`src/sv/indexed_array_list_top_assert.svh`:
```
// ----------------------------------------------------------------------------
// Indexed array list assertion macros
// Concurrent check helpers used by the array list top module.
// ----------------------------------------------------------------------------
`ifndef INDEXED_ARRAY_LIST_TOP_ASSERT_SVH
`define INDEXED_ARRAY_LIST_TOP_ASSERT_SVH

// Same-cycle implication, masked during reset.
`define IAL_CHECK_IMPLY(label, clock, reset_n, cond, expr, msg) \
    label: assert property (@(posedge clock) disable iff (!(reset_n)) \
        (cond) |-> (expr)) else $error(msg);

// Next-cycle implication, masked during reset.
`define IAL_CHECK_NEXT(label, clock, reset_n, cond, expr, msg) \
    label: assert property (@(posedge clock) disable iff (!(reset_n)) \
        (cond) |=> (expr)) else $error(msg);

`endif

```
`src/sv/ial_pkg.sv`:
```
// ----------------------------------------------------------------------------
// Indexed array list package
// Sizes, request and status codes, sequencer states and word conversions.
// ----------------------------------------------------------------------------
package ial_pkg;

    localparam int CAPACITY   = 16;
    localparam int DATA_WIDTH = 32;
    localparam int ADDR_W     = (CAPACITY > 1) ? $clog2(CAPACITY) : 1;
    localparam int CNT_W      = $clog2(CAPACITY + 1);
    localparam int IDX_W      = 5;
    localparam int VAL_W      = 32;
    localparam int CMP_W      = (CNT_W > IDX_W) ? CNT_W : IDX_W;

    typedef logic [DATA_WIDTH-1:0] word_t;
    typedef logic [ADDR_W-1:0]     addr_t;
    typedef logic [CNT_W-1:0]      count_t;

    typedef enum logic [2:0] {
        REQ_GET    = 3'd0,
        REQ_SET    = 3'd1,
        REQ_INSERT = 3'd2,
        REQ_REMOVE = 3'd3,
        REQ_PUSH   = 3'd4,
        REQ_POP    = 3'd5
    } req_type_t;

    typedef enum logic [1:0] {
        ST_OK     = 2'd0,
        ST_FULL   = 2'd1,
        ST_EMPTY  = 2'd2,
        ST_BADIDX = 2'd3
    } status_t;

    typedef enum logic [2:0] {
        S_IDLE,
        S_READ,
        S_CAPTURE,
        S_SHIFT_RD,
        S_SHIFT_WR,
        S_WRITE,
        S_FINISH
    } state_t;

    typedef struct packed {
        logic  we;
        addr_t waddr;
        word_t wdata;
        logic  re;
        addr_t raddr;
    } ram_req_t;

    typedef struct packed {
        logic               done;
        logic [VAL_W-1:0]   read_value;
        logic [IDX_W-1:0]   list_size;
        status_t            status;
    } rsp_t;

    function automatic word_t to_word(input logic signed [VAL_W-1:0] v);
        logic signed [63:0] x;
        x = 64'(v);
        return word_t'(x);
    endfunction

    function automatic logic [VAL_W-1:0] from_word(input word_t w);
        logic signed [63:0] x;
        x = 64'(signed'(w));
        return x[VAL_W-1:0];
    endfunction

endpackage

```
`src/sv/indexed_array_list_top.sv`:
```
// ----------------------------------------------------------------------------
// Indexed array list
// Fixed-capacity list of signed words with get, set, insert, remove, push
// and pop; one result transaction per request transaction.
// ----------------------------------------------------------------------------
// Usage:
//   Request channel: req_valid / req_stall with req_type, index and value.
//   Response channel: rsp_valid / rsp_stall with read_value, list_size and
//   status (ok, full, empty, bad index). Failed requests leave the list as is.
//   Each request occupies the sequencer alone; req_stall is high until it
//   returns to idle. A failed request goes straight to finish; push writes
//   the entry; get, set and pop read and capture it; insert moves any
//   later entries up, then writes; remove reads and captures, then moves
//   any later entries down. Each moved entry costs a read and a write on
//   the single storage memory port pair; that walk sets the rate.
//   The response sits in an output register; a new request is taken while
//   it waits, but the next response holds in the sequencer until the
//   receiver drops rsp_stall.
//   Reset empties the list (count zero); stored words need no clearing.
// ----------------------------------------------------------------------------
`include "indexed_array_list_top_assert.svh"

module indexed_array_list_top
    import ial_pkg::*;
(
    input  logic                    clk,
    input  logic                    rst_n,
    input  logic                    req_valid,
    output logic                    req_stall,
    input  logic [2:0]              req_type,
    input  logic [IDX_W-1:0]        index,
    input  logic signed [VAL_W-1:0] value,
    output logic                    rsp_valid,
    input  logic                    rsp_stall,
    output logic signed [VAL_W-1:0] read_value,
    output logic [IDX_W-1:0]        list_size,
    output logic [1:0]              status
);

    ram_req_t         ram_req;
    word_t            rdata;
    rsp_t             rsp;
    logic             hold;
    logic             rsp_valid_reg;
    logic [VAL_W-1:0] read_value_reg;
    logic [IDX_W-1:0] list_size_reg;
    status_t          status_reg;

    ial_ctrl u_ctrl (
        .clk       (clk),
        .rst_n     (rst_n),
        .req_valid (req_valid),
        .req_stall (req_stall),
        .req_type  (req_type),
        .index     (index),
        .value     (value),
        .hold      (hold),
        .rdata     (rdata),
        .ram_req   (ram_req),
        .rsp       (rsp)
    );

    ial_ram u_ram (
        .clk     (clk),
        .ram_req (ram_req),
        .rdata   (rdata)
    );

    assign hold = rsp_valid_reg && rsp_stall;

    always_ff @(posedge clk or negedge rst_n)
    begin
        if (!rst_n)
        begin
            rsp_valid_reg <= 1'b0;
        end
        else if (rsp.done)
        begin
            rsp_valid_reg <= 1'b1;
        end
        else if (!rsp_stall)
        begin
            rsp_valid_reg <= 1'b0;
        end
    end

    always_ff @(posedge clk)
    begin
        if (rsp.done)
        begin
            read_value_reg <= rsp.read_value;
            list_size_reg  <= rsp.list_size;
            status_reg     <= rsp.status;
        end
    end

    assign rsp_valid  = rsp_valid_reg;
    assign read_value = signed'(read_value_reg);
    assign list_size  = list_size_reg;
    assign status     = status_reg;

    `IAL_CHECK_IMPLY(a_size_in_range, clk, rst_n, rsp_valid, (32'(list_size) <= CAPACITY), "list size beyond capacity")
    `IAL_CHECK_IMPLY(a_fail_reads_zero, clk, rst_n, rsp_valid && (status_reg != ST_OK), (read_value_reg == '0), "failed request returned data")
    `IAL_CHECK_NEXT(a_busy_after_accept, clk, rst_n, req_valid && !req_stall, req_stall, "request taken while sequencer idle")

endmodule

```
`src/sv/ial_ram.sv`:
```
// ----------------------------------------------------------------------------
// Indexed array list storage
// Entry memory with one write port and one registered read port.
// ----------------------------------------------------------------------------
module ial_ram
    import ial_pkg::*;
(
    input  logic     clk,
    input  ram_req_t ram_req,
    output word_t    rdata
);

    word_t mem [CAPACITY];
    word_t rdata_reg;

    always_ff @(posedge clk)
    begin
        if (ram_req.we)
        begin
            mem[ram_req.waddr] <= ram_req.wdata;
        end
        if (ram_req.re)
        begin
            rdata_reg <= mem[ram_req.raddr];
        end
    end

    assign rdata = rdata_reg;

endmodule

```
`src/sv/ial_ctrl.sv`:
```
// ----------------------------------------------------------------------------
// Indexed array list sequencer
// Checks each request, walks the entry memory one move at a time and
// keeps the element count.
// ----------------------------------------------------------------------------
module ial_ctrl
    import ial_pkg::*;
(
    input  logic                    clk,
    input  logic                    rst_n,
    input  logic                    req_valid,
    output logic                    req_stall,
    input  logic [2:0]              req_type,
    input  logic [IDX_W-1:0]        index,
    input  logic signed [VAL_W-1:0] value,
    input  logic                    hold,
    input  word_t                   rdata,
    output ram_req_t                ram_req,
    output rsp_t                    rsp
);

    state_t           state_reg, state_next;
    req_type_t        req_reg, req_next;
    logic [IDX_W-1:0] idx_reg, idx_next;
    word_t            val_reg, val_next;
    count_t           count_reg, count_next;
    addr_t            ptr_reg, ptr_next;
    logic [VAL_W-1:0] rd_reg, rd_next;
    status_t          st_reg, st_next;
    logic             rsp_done;

    always_ff @(posedge clk or negedge rst_n)
    begin
        if (!rst_n)
        begin
            state_reg <= S_IDLE;
            count_reg <= '0;
        end
        else
        begin
            state_reg <= state_next;
            count_reg <= count_next;
        end
    end

    always_ff @(posedge clk)
    begin
        req_reg <= req_next;
        idx_reg <= idx_next;
        val_reg <= val_next;
        ptr_reg <= ptr_next;
        rd_reg  <= rd_next;
        st_reg  <= st_next;
    end

    always_comb
    begin
        state_next = state_reg;
        req_next   = req_reg;
        idx_next   = idx_reg;
        val_next   = val_reg;
        count_next = count_reg;
        ptr_next   = ptr_reg;
        rd_next    = rd_reg;
        st_next    = st_reg;
        ram_req    = '0;
        rsp_done   = 1'b0;

        case (state_reg)
            S_IDLE:
            begin
                if (req_valid)
                begin
                    req_next   = req_type_t'(req_type);
                    idx_next   = index;
                    val_next   = to_word(value);
                    rd_next    = '0;
                    st_next    = ST_OK;
                    state_next = S_FINISH;
                    case (req_type_t'(req_type))
                        REQ_GET, REQ_SET:
                        begin
                            if (CMP_W'(index) < CMP_W'(count_reg))
                            begin
                                ptr_next   = ADDR_W'(index);
                                state_next = S_READ;
                            end
                            else
                            begin
                                st_next = ST_BADIDX;
                            end
                        end
                        REQ_INSERT:
                        begin
                            if (count_reg >= CNT_W'(CAPACITY))
                            begin
                                st_next = ST_FULL;
                            end
                            else if (CMP_W'(index) > CMP_W'(count_reg))
                            begin
                                st_next = ST_BADIDX;
                            end
                            else
                            begin
                                ptr_next = ADDR_W'(count_reg);
                                if (CMP_W'(index) == CMP_W'(count_reg))
                                begin
                                    state_next = S_WRITE;
                                end
                                else
                                begin
                                    state_next = S_SHIFT_RD;
                                end
                            end
                        end
                        REQ_REMOVE:
                        begin
                            if (count_reg == '0)
                            begin
                                st_next = ST_EMPTY;
                            end
                            else if (CMP_W'(index) >= CMP_W'(count_reg))
                            begin
                                st_next = ST_BADIDX;
                            end
                            else
                            begin
                                ptr_next   = ADDR_W'(index);
                                state_next = S_READ;
                            end
                        end
                        REQ_PUSH:
                        begin
                            if (count_reg >= CNT_W'(CAPACITY))
                            begin
                                st_next = ST_FULL;
                            end
                            else
                            begin
                                ptr_next   = ADDR_W'(count_reg);
                                state_next = S_WRITE;
                            end
                        end
                        REQ_POP:
                        begin
                            if (count_reg == '0)
                            begin
                                st_next = ST_EMPTY;
                            end
                            else
                            begin
                                ptr_next   = ADDR_W'(count_reg - CNT_W'(1));
                                state_next = S_READ;
                            end
                        end
                        default:
                        begin
                            st_next = ST_BADIDX;
                        end
                    endcase
                end
            end

            S_READ:
            begin
                ram_req.re    = 1'b1;
                ram_req.raddr = ptr_reg;
                state_next    = S_CAPTURE;
            end

            S_CAPTURE:
            begin
                rd_next    = from_word(rdata);
                state_next = S_FINISH;
                case (req_reg)
                    REQ_SET:
                    begin
                        ram_req.we    = 1'b1;
                        ram_req.waddr = ptr_reg;
                        ram_req.wdata = val_reg;
                    end
                    REQ_POP:
                    begin
                        ram_req.we    = 1'b1;
                        ram_req.waddr = ptr_reg;
                        ram_req.wdata = '0;
                        count_next    = count_reg - CNT_W'(1);
                    end
                    REQ_REMOVE:
                    begin
                        if ((CNT_W'(ptr_reg) + CNT_W'(1)) < count_reg)
                        begin
                            state_next = S_SHIFT_RD;
                        end
                        else
                        begin
                            count_next = count_reg - CNT_W'(1);
                        end
                    end
                    default:
                    begin
                        state_next = S_FINISH;
                    end
                endcase
            end

            S_SHIFT_RD:
            begin
                ram_req.re = 1'b1;
                if (req_reg == REQ_INSERT)
                begin
                    ram_req.raddr = ptr_reg - ADDR_W'(1);
                end
                else
                begin
                    ram_req.raddr = ptr_reg + ADDR_W'(1);
                end
                state_next = S_SHIFT_WR;
            end

            S_SHIFT_WR:
            begin
                ram_req.we    = 1'b1;
                ram_req.waddr = ptr_reg;
                ram_req.wdata = rdata;
                if (req_reg == REQ_INSERT)
                begin
                    ptr_next = ptr_reg - ADDR_W'(1);
                    if (CMP_W'(ptr_reg - ADDR_W'(1)) == CMP_W'(idx_reg))
                    begin
                        state_next = S_WRITE;
                    end
                    else
                    begin
                        state_next = S_SHIFT_RD;
                    end
                end
                else
                begin
                    ptr_next = ptr_reg + ADDR_W'(1);
                    if ((CNT_W'(ptr_reg) + CNT_W'(2)) < count_reg)
                    begin
                        state_next = S_SHIFT_RD;
                    end
                    else
                    begin
                        count_next = count_reg - CNT_W'(1);
                        state_next = S_FINISH;
                    end
                end
            end

            S_WRITE:
            begin
                ram_req.we    = 1'b1;
                ram_req.waddr = ptr_reg;
                ram_req.wdata = val_reg;
                count_next    = count_reg + CNT_W'(1);
                state_next    = S_FINISH;
            end

            S_FINISH:
            begin
                if (!hold)
                begin
                    rsp_done   = 1'b1;
                    state_next = S_IDLE;
                end
            end

            default:
            begin
                state_next = S_IDLE;
            end
        endcase
    end

    assign req_stall = (state_reg != S_IDLE);
    assign rsp       = '{done:       rsp_done,
                         read_value: rd_reg,
                         list_size:  IDX_W'(count_reg),
                         status:     st_reg};

endmodule
```
`config.mk`:
```
export PLATFORM = sky130hd
export DESIGN_NAME = indexed_array_list_top
export DESIGN_NICKNAME = d
export VERILOG_FILES = /design/src/sv/ial_pkg.sv /design/src/sv/indexed_array_list_top.sv /design/src/sv/ial_ram.sv /design/src/sv/ial_ctrl.sv
export VERILOG_INCLUDE_DIRS = /design/src /design/src/sv
export SDC_FILE = /design/constraint.sdc
export NUM_CORES = 1
export LEC_CHECK = 0
export ABC_AREA = 1
export CAP_MARGIN = 20
export CORE_ASPECT_RATIO = 1.2
export CORE_MARGIN = 2
export CORE_UTILIZATION = 47
export DETAILED_ROUTE_END_ITERATION = 6
export DONT_BUFFER_PORTS = 1
export PLACE_DENSITY_LB_ADDON = 0.12
export SETUP_SLACK_MARGIN = 0.3
export SYNTH_ARGS = -nofsm -noshare
export SYNTH_HDL_FRONTEND = slang
export SYNTH_HIERARCHICAL = 1
export SYNTH_SLANG_ARGS = --single-unit
```
`constraint.sdc`:
```
create_clock -name clk -period 3.68 [get_ports clk]
set_clock_uncertainty 0.1 [all_clocks]
set_input_delay 0.552 -clock clk [delete_from_list [all_inputs] [get_ports clk]]
set_output_delay 0.552 -clock clk [all_outputs]
set_load 0.005 [all_outputs]
```
==> out/qor.yml <==
outcome:
  status: "finished, final reports clean"
timing:
  maxSlewHeadroom: 0.356
  worstMarginPinSlew_ps: 959
  rsz0062_at_grt: "false"
  finalMaxSlewViolations: 0
  fin_crit_ps: 3090
  final-hold-violation-count: 0
  max_freq_mhz: 323
  fin_setup_tns_ps: 0
  finalSetupViolCount: 0
  hold_slack_ps: 180
  finalCritPeriodShare: 0.841
layout:
  final_cell_mix: "nand2_1, edfxtp_1, inv_1"
  fillers: 5252
  layout_commonest_cell: "nand2_1"
  areaGrowthSynthToFinish_pct: 13.2
  largest_reg_flops: 512
  drive_gt1_frac: 0.0766
  diodes: 0
  regArea_um2: 20100
  multi_input_area_um2: 6540
  top_register: "u_ram/mem"
  nNetsFinal: 2816
routing:
  initialDrtViolationCount: 1704
  ant_nets: 0
  drt_pass1_iterations: 6
  wire_per_inst_um: 20.2
  vias: 18700
  post_drt_via_cell_ratio: 5.20
  drc: 0
  finalWirelength_um: 72700
global_route:
  grt_antenna_before_repair: 2
  grt_pass1_wl_um: 111000
  grt_usage: 0.233
  grt_pass1_vias: 18200
  grt.overflow.total: 0
  grt_max_degree: 161
placement:
  dp_hpwl_um: 39500
  gp_congestion: 0.857
  io_buffers: 0
synth:
  yosys_most_used_dff: "edfxtp_1"
  yosys_warnings: 6
  yosysTopAreaCell: "edfxtp_1"
  synth_edf_count: 661
  yosys-top-cells-area: "edfxtp_1, nand2_1, nand3_1"
  synthDistinctLibCells: 41
  synthCells: 2670
  ys_seq_area_frac: 0.693
  avgSynthCellArea_um2: 10.8
  synth_area_um2: 29000
  netlist.area_leader.share: 0.685
  ys_ff_latch: 670
  synth_nets: 2738
  async_flop_share: 0.0134
floorplan:
  die_w_um: 231
  io-pin-count: 85
  row_count: 99
  die-area_um2: 63600
  coreArea_um2: 60900
  fp.dieH_um: 276
  start_util: 0.475
power:
  ir_worst_vdd_uv: 340
  power.density_nw_per_um2: 722
  leakage_nw: 13.6
job:
  maxCapViolations: 0
setup_path:
  required_ps: 3930
  r2r_end: "u_ram/rdata[21]$_DFFE_PP_"
  r2r_start: "u_ctrl/state_reg[2]$_DFFE_PN0P_"
  setup.worst_path.end_class: "flip-flop"
  reg2reg_slack_ps: 590
  crit_type: "flip-flop to flip-flop"
  setup.worst_path.start_class: "flip-flop"
  crit_arrival_ps: 3340
  reg2reg_depth: 9
  cp_max_fo: 160
clock_tree:
  cts_resized: 0
  cts_tree: "built"
  clockRootBuffer: "clkbuf_16"
  worstSkewPairLatency_ps: 600
  cts_buffer_depth: 3
  cts.clk_slew.worst_paths_ps: 60
  htree_num_levels: 3
  cts.sinks: 670
  cts_made_buffers: 69
worst_hold_path:
  hold_path_depth: 2
  holdPathEnd: "u_ctrl/ptr_reg[2]$_DFFE_PP_"
  min_from: "index[2]"
  hp-class: "input pin to flip-flop"
## worst max-delay path by stage
stage,start,end
6_report,u_ctrl/state_reg[2]$_DFFE_PN0P_,u_ram/rdata[21]$_DFFE_PP_
5_1_grt,u_ctrl/state_reg[2]$_DFFE_PN0P_,u_ram/rdata[22]$_DFFE_PP_
4_1_cts,u_ctrl/state_reg[2]$_DFFE_PN0P_,u_ram/rdata[26]$_DFFE_PP_
3_5_place_dp,u_ctrl/state_reg[2]$_DFFE_PN0P_,u_ram/rdata[26]$_DFFE_PP_
3_3_place_gp,u_ctrl/state_reg[2]$_DFFE_PN0P_,u_ram/rdata[26]$_DFFE_PP_
2_1_floorplan,u_ctrl/state_reg[0]$_DFFE_PN0P_,u_ram/rdata[15]$_DFFE_PP_
## timing repair
| action | in CTS | in global routing |
|---|---|---|
| hold buffers | 42 | 0 |
| setup endpoints to repair | 0 | 0 |
| buffers inserted | 0 | 0 |
| endpoints found under the hold margin | 50 | 0 |
## worst max-delay path: stages (launching register included)
cell and delay [ps]:
dfrtp_1 490, inv_2 180, nand3_1 370, o21ai_4 410, buf_12 550, nand2_1 120
nand3_1 120, nand3_1 100, nand3_1 130, nand2_1 60
## per-stage QoR
step           instance area [um^2]  power [mW]  std cells   util  setup WS (ps)
2_1_floorplan                 29000        14.9       2670      -            346
3_3_place_gp                  30300        17.0       3442  0.496            721
3_5_place_dp                  30300        17.1       3442  0.496            646
4_1_cts                       32800        23.8       3602  0.538            635
5_1_grt                       32800        24.9       3603  0.538            424
6_report                      32800        23.7       3603  0.538            587
## synth_stat cells, types with 4 or more instances
cell type	instances
nor2_1	76
inv_1	465
o21ai_0	28
nand3_1	402
buf_1	14
dfrtp_1	9
clkbuf_1	19
nand2_1	792
o22ai_1	5
a21oi_1	12
nor2_4	4
o21ai_1	22
nand4_1	8
xor2_1	13
inv_2	8
buf_2	43
edfxtp_1	661
ha_1	23
buf_6	32
buf_4	7
## report_power, final
group / internal, mW / leakage, nW / switching (mW)
Combinational: 1.81 / 6.48 / 4.54
Clock: 3.80 / 1.02 / 2.81
Sequential: 10.3 / 6.13 / 0.387
## layer usage
layer	vias up	global-route usage	part of all wire
met5	-	0	0.00033
met4	4	0.0722	0.023
met3	143	0.0314	0.060
met2	622	0.392	0.48
met1	9113	0.316	0.43
li1	8865	-	-
## layout make-up
class,instances,area share
repair buffers,123,0.0388
clock buffers,82,0.0558
well taps,808,0.0308
multi-input cells,1409,0.199
inverters,475,0.0547
flip-flops and latches,670,0.612
clock inverters,36,0.00809
## cell families (layout without fill, tap and decap cells)
family	count (synthesis)	after routing	synth area share
adder cells (fa/ha/maj)	24	24	0.0106
XOR/XNOR	16	16	0.00484
flip-flops	670	670	0.693
AO/OA/AOI/OAI	77	77	0.0147
AND/OR/NAND/NOR	1292	1292	0.188
buffers and inverters	591	716	0.0884
(Power assumes the default switching activity.)
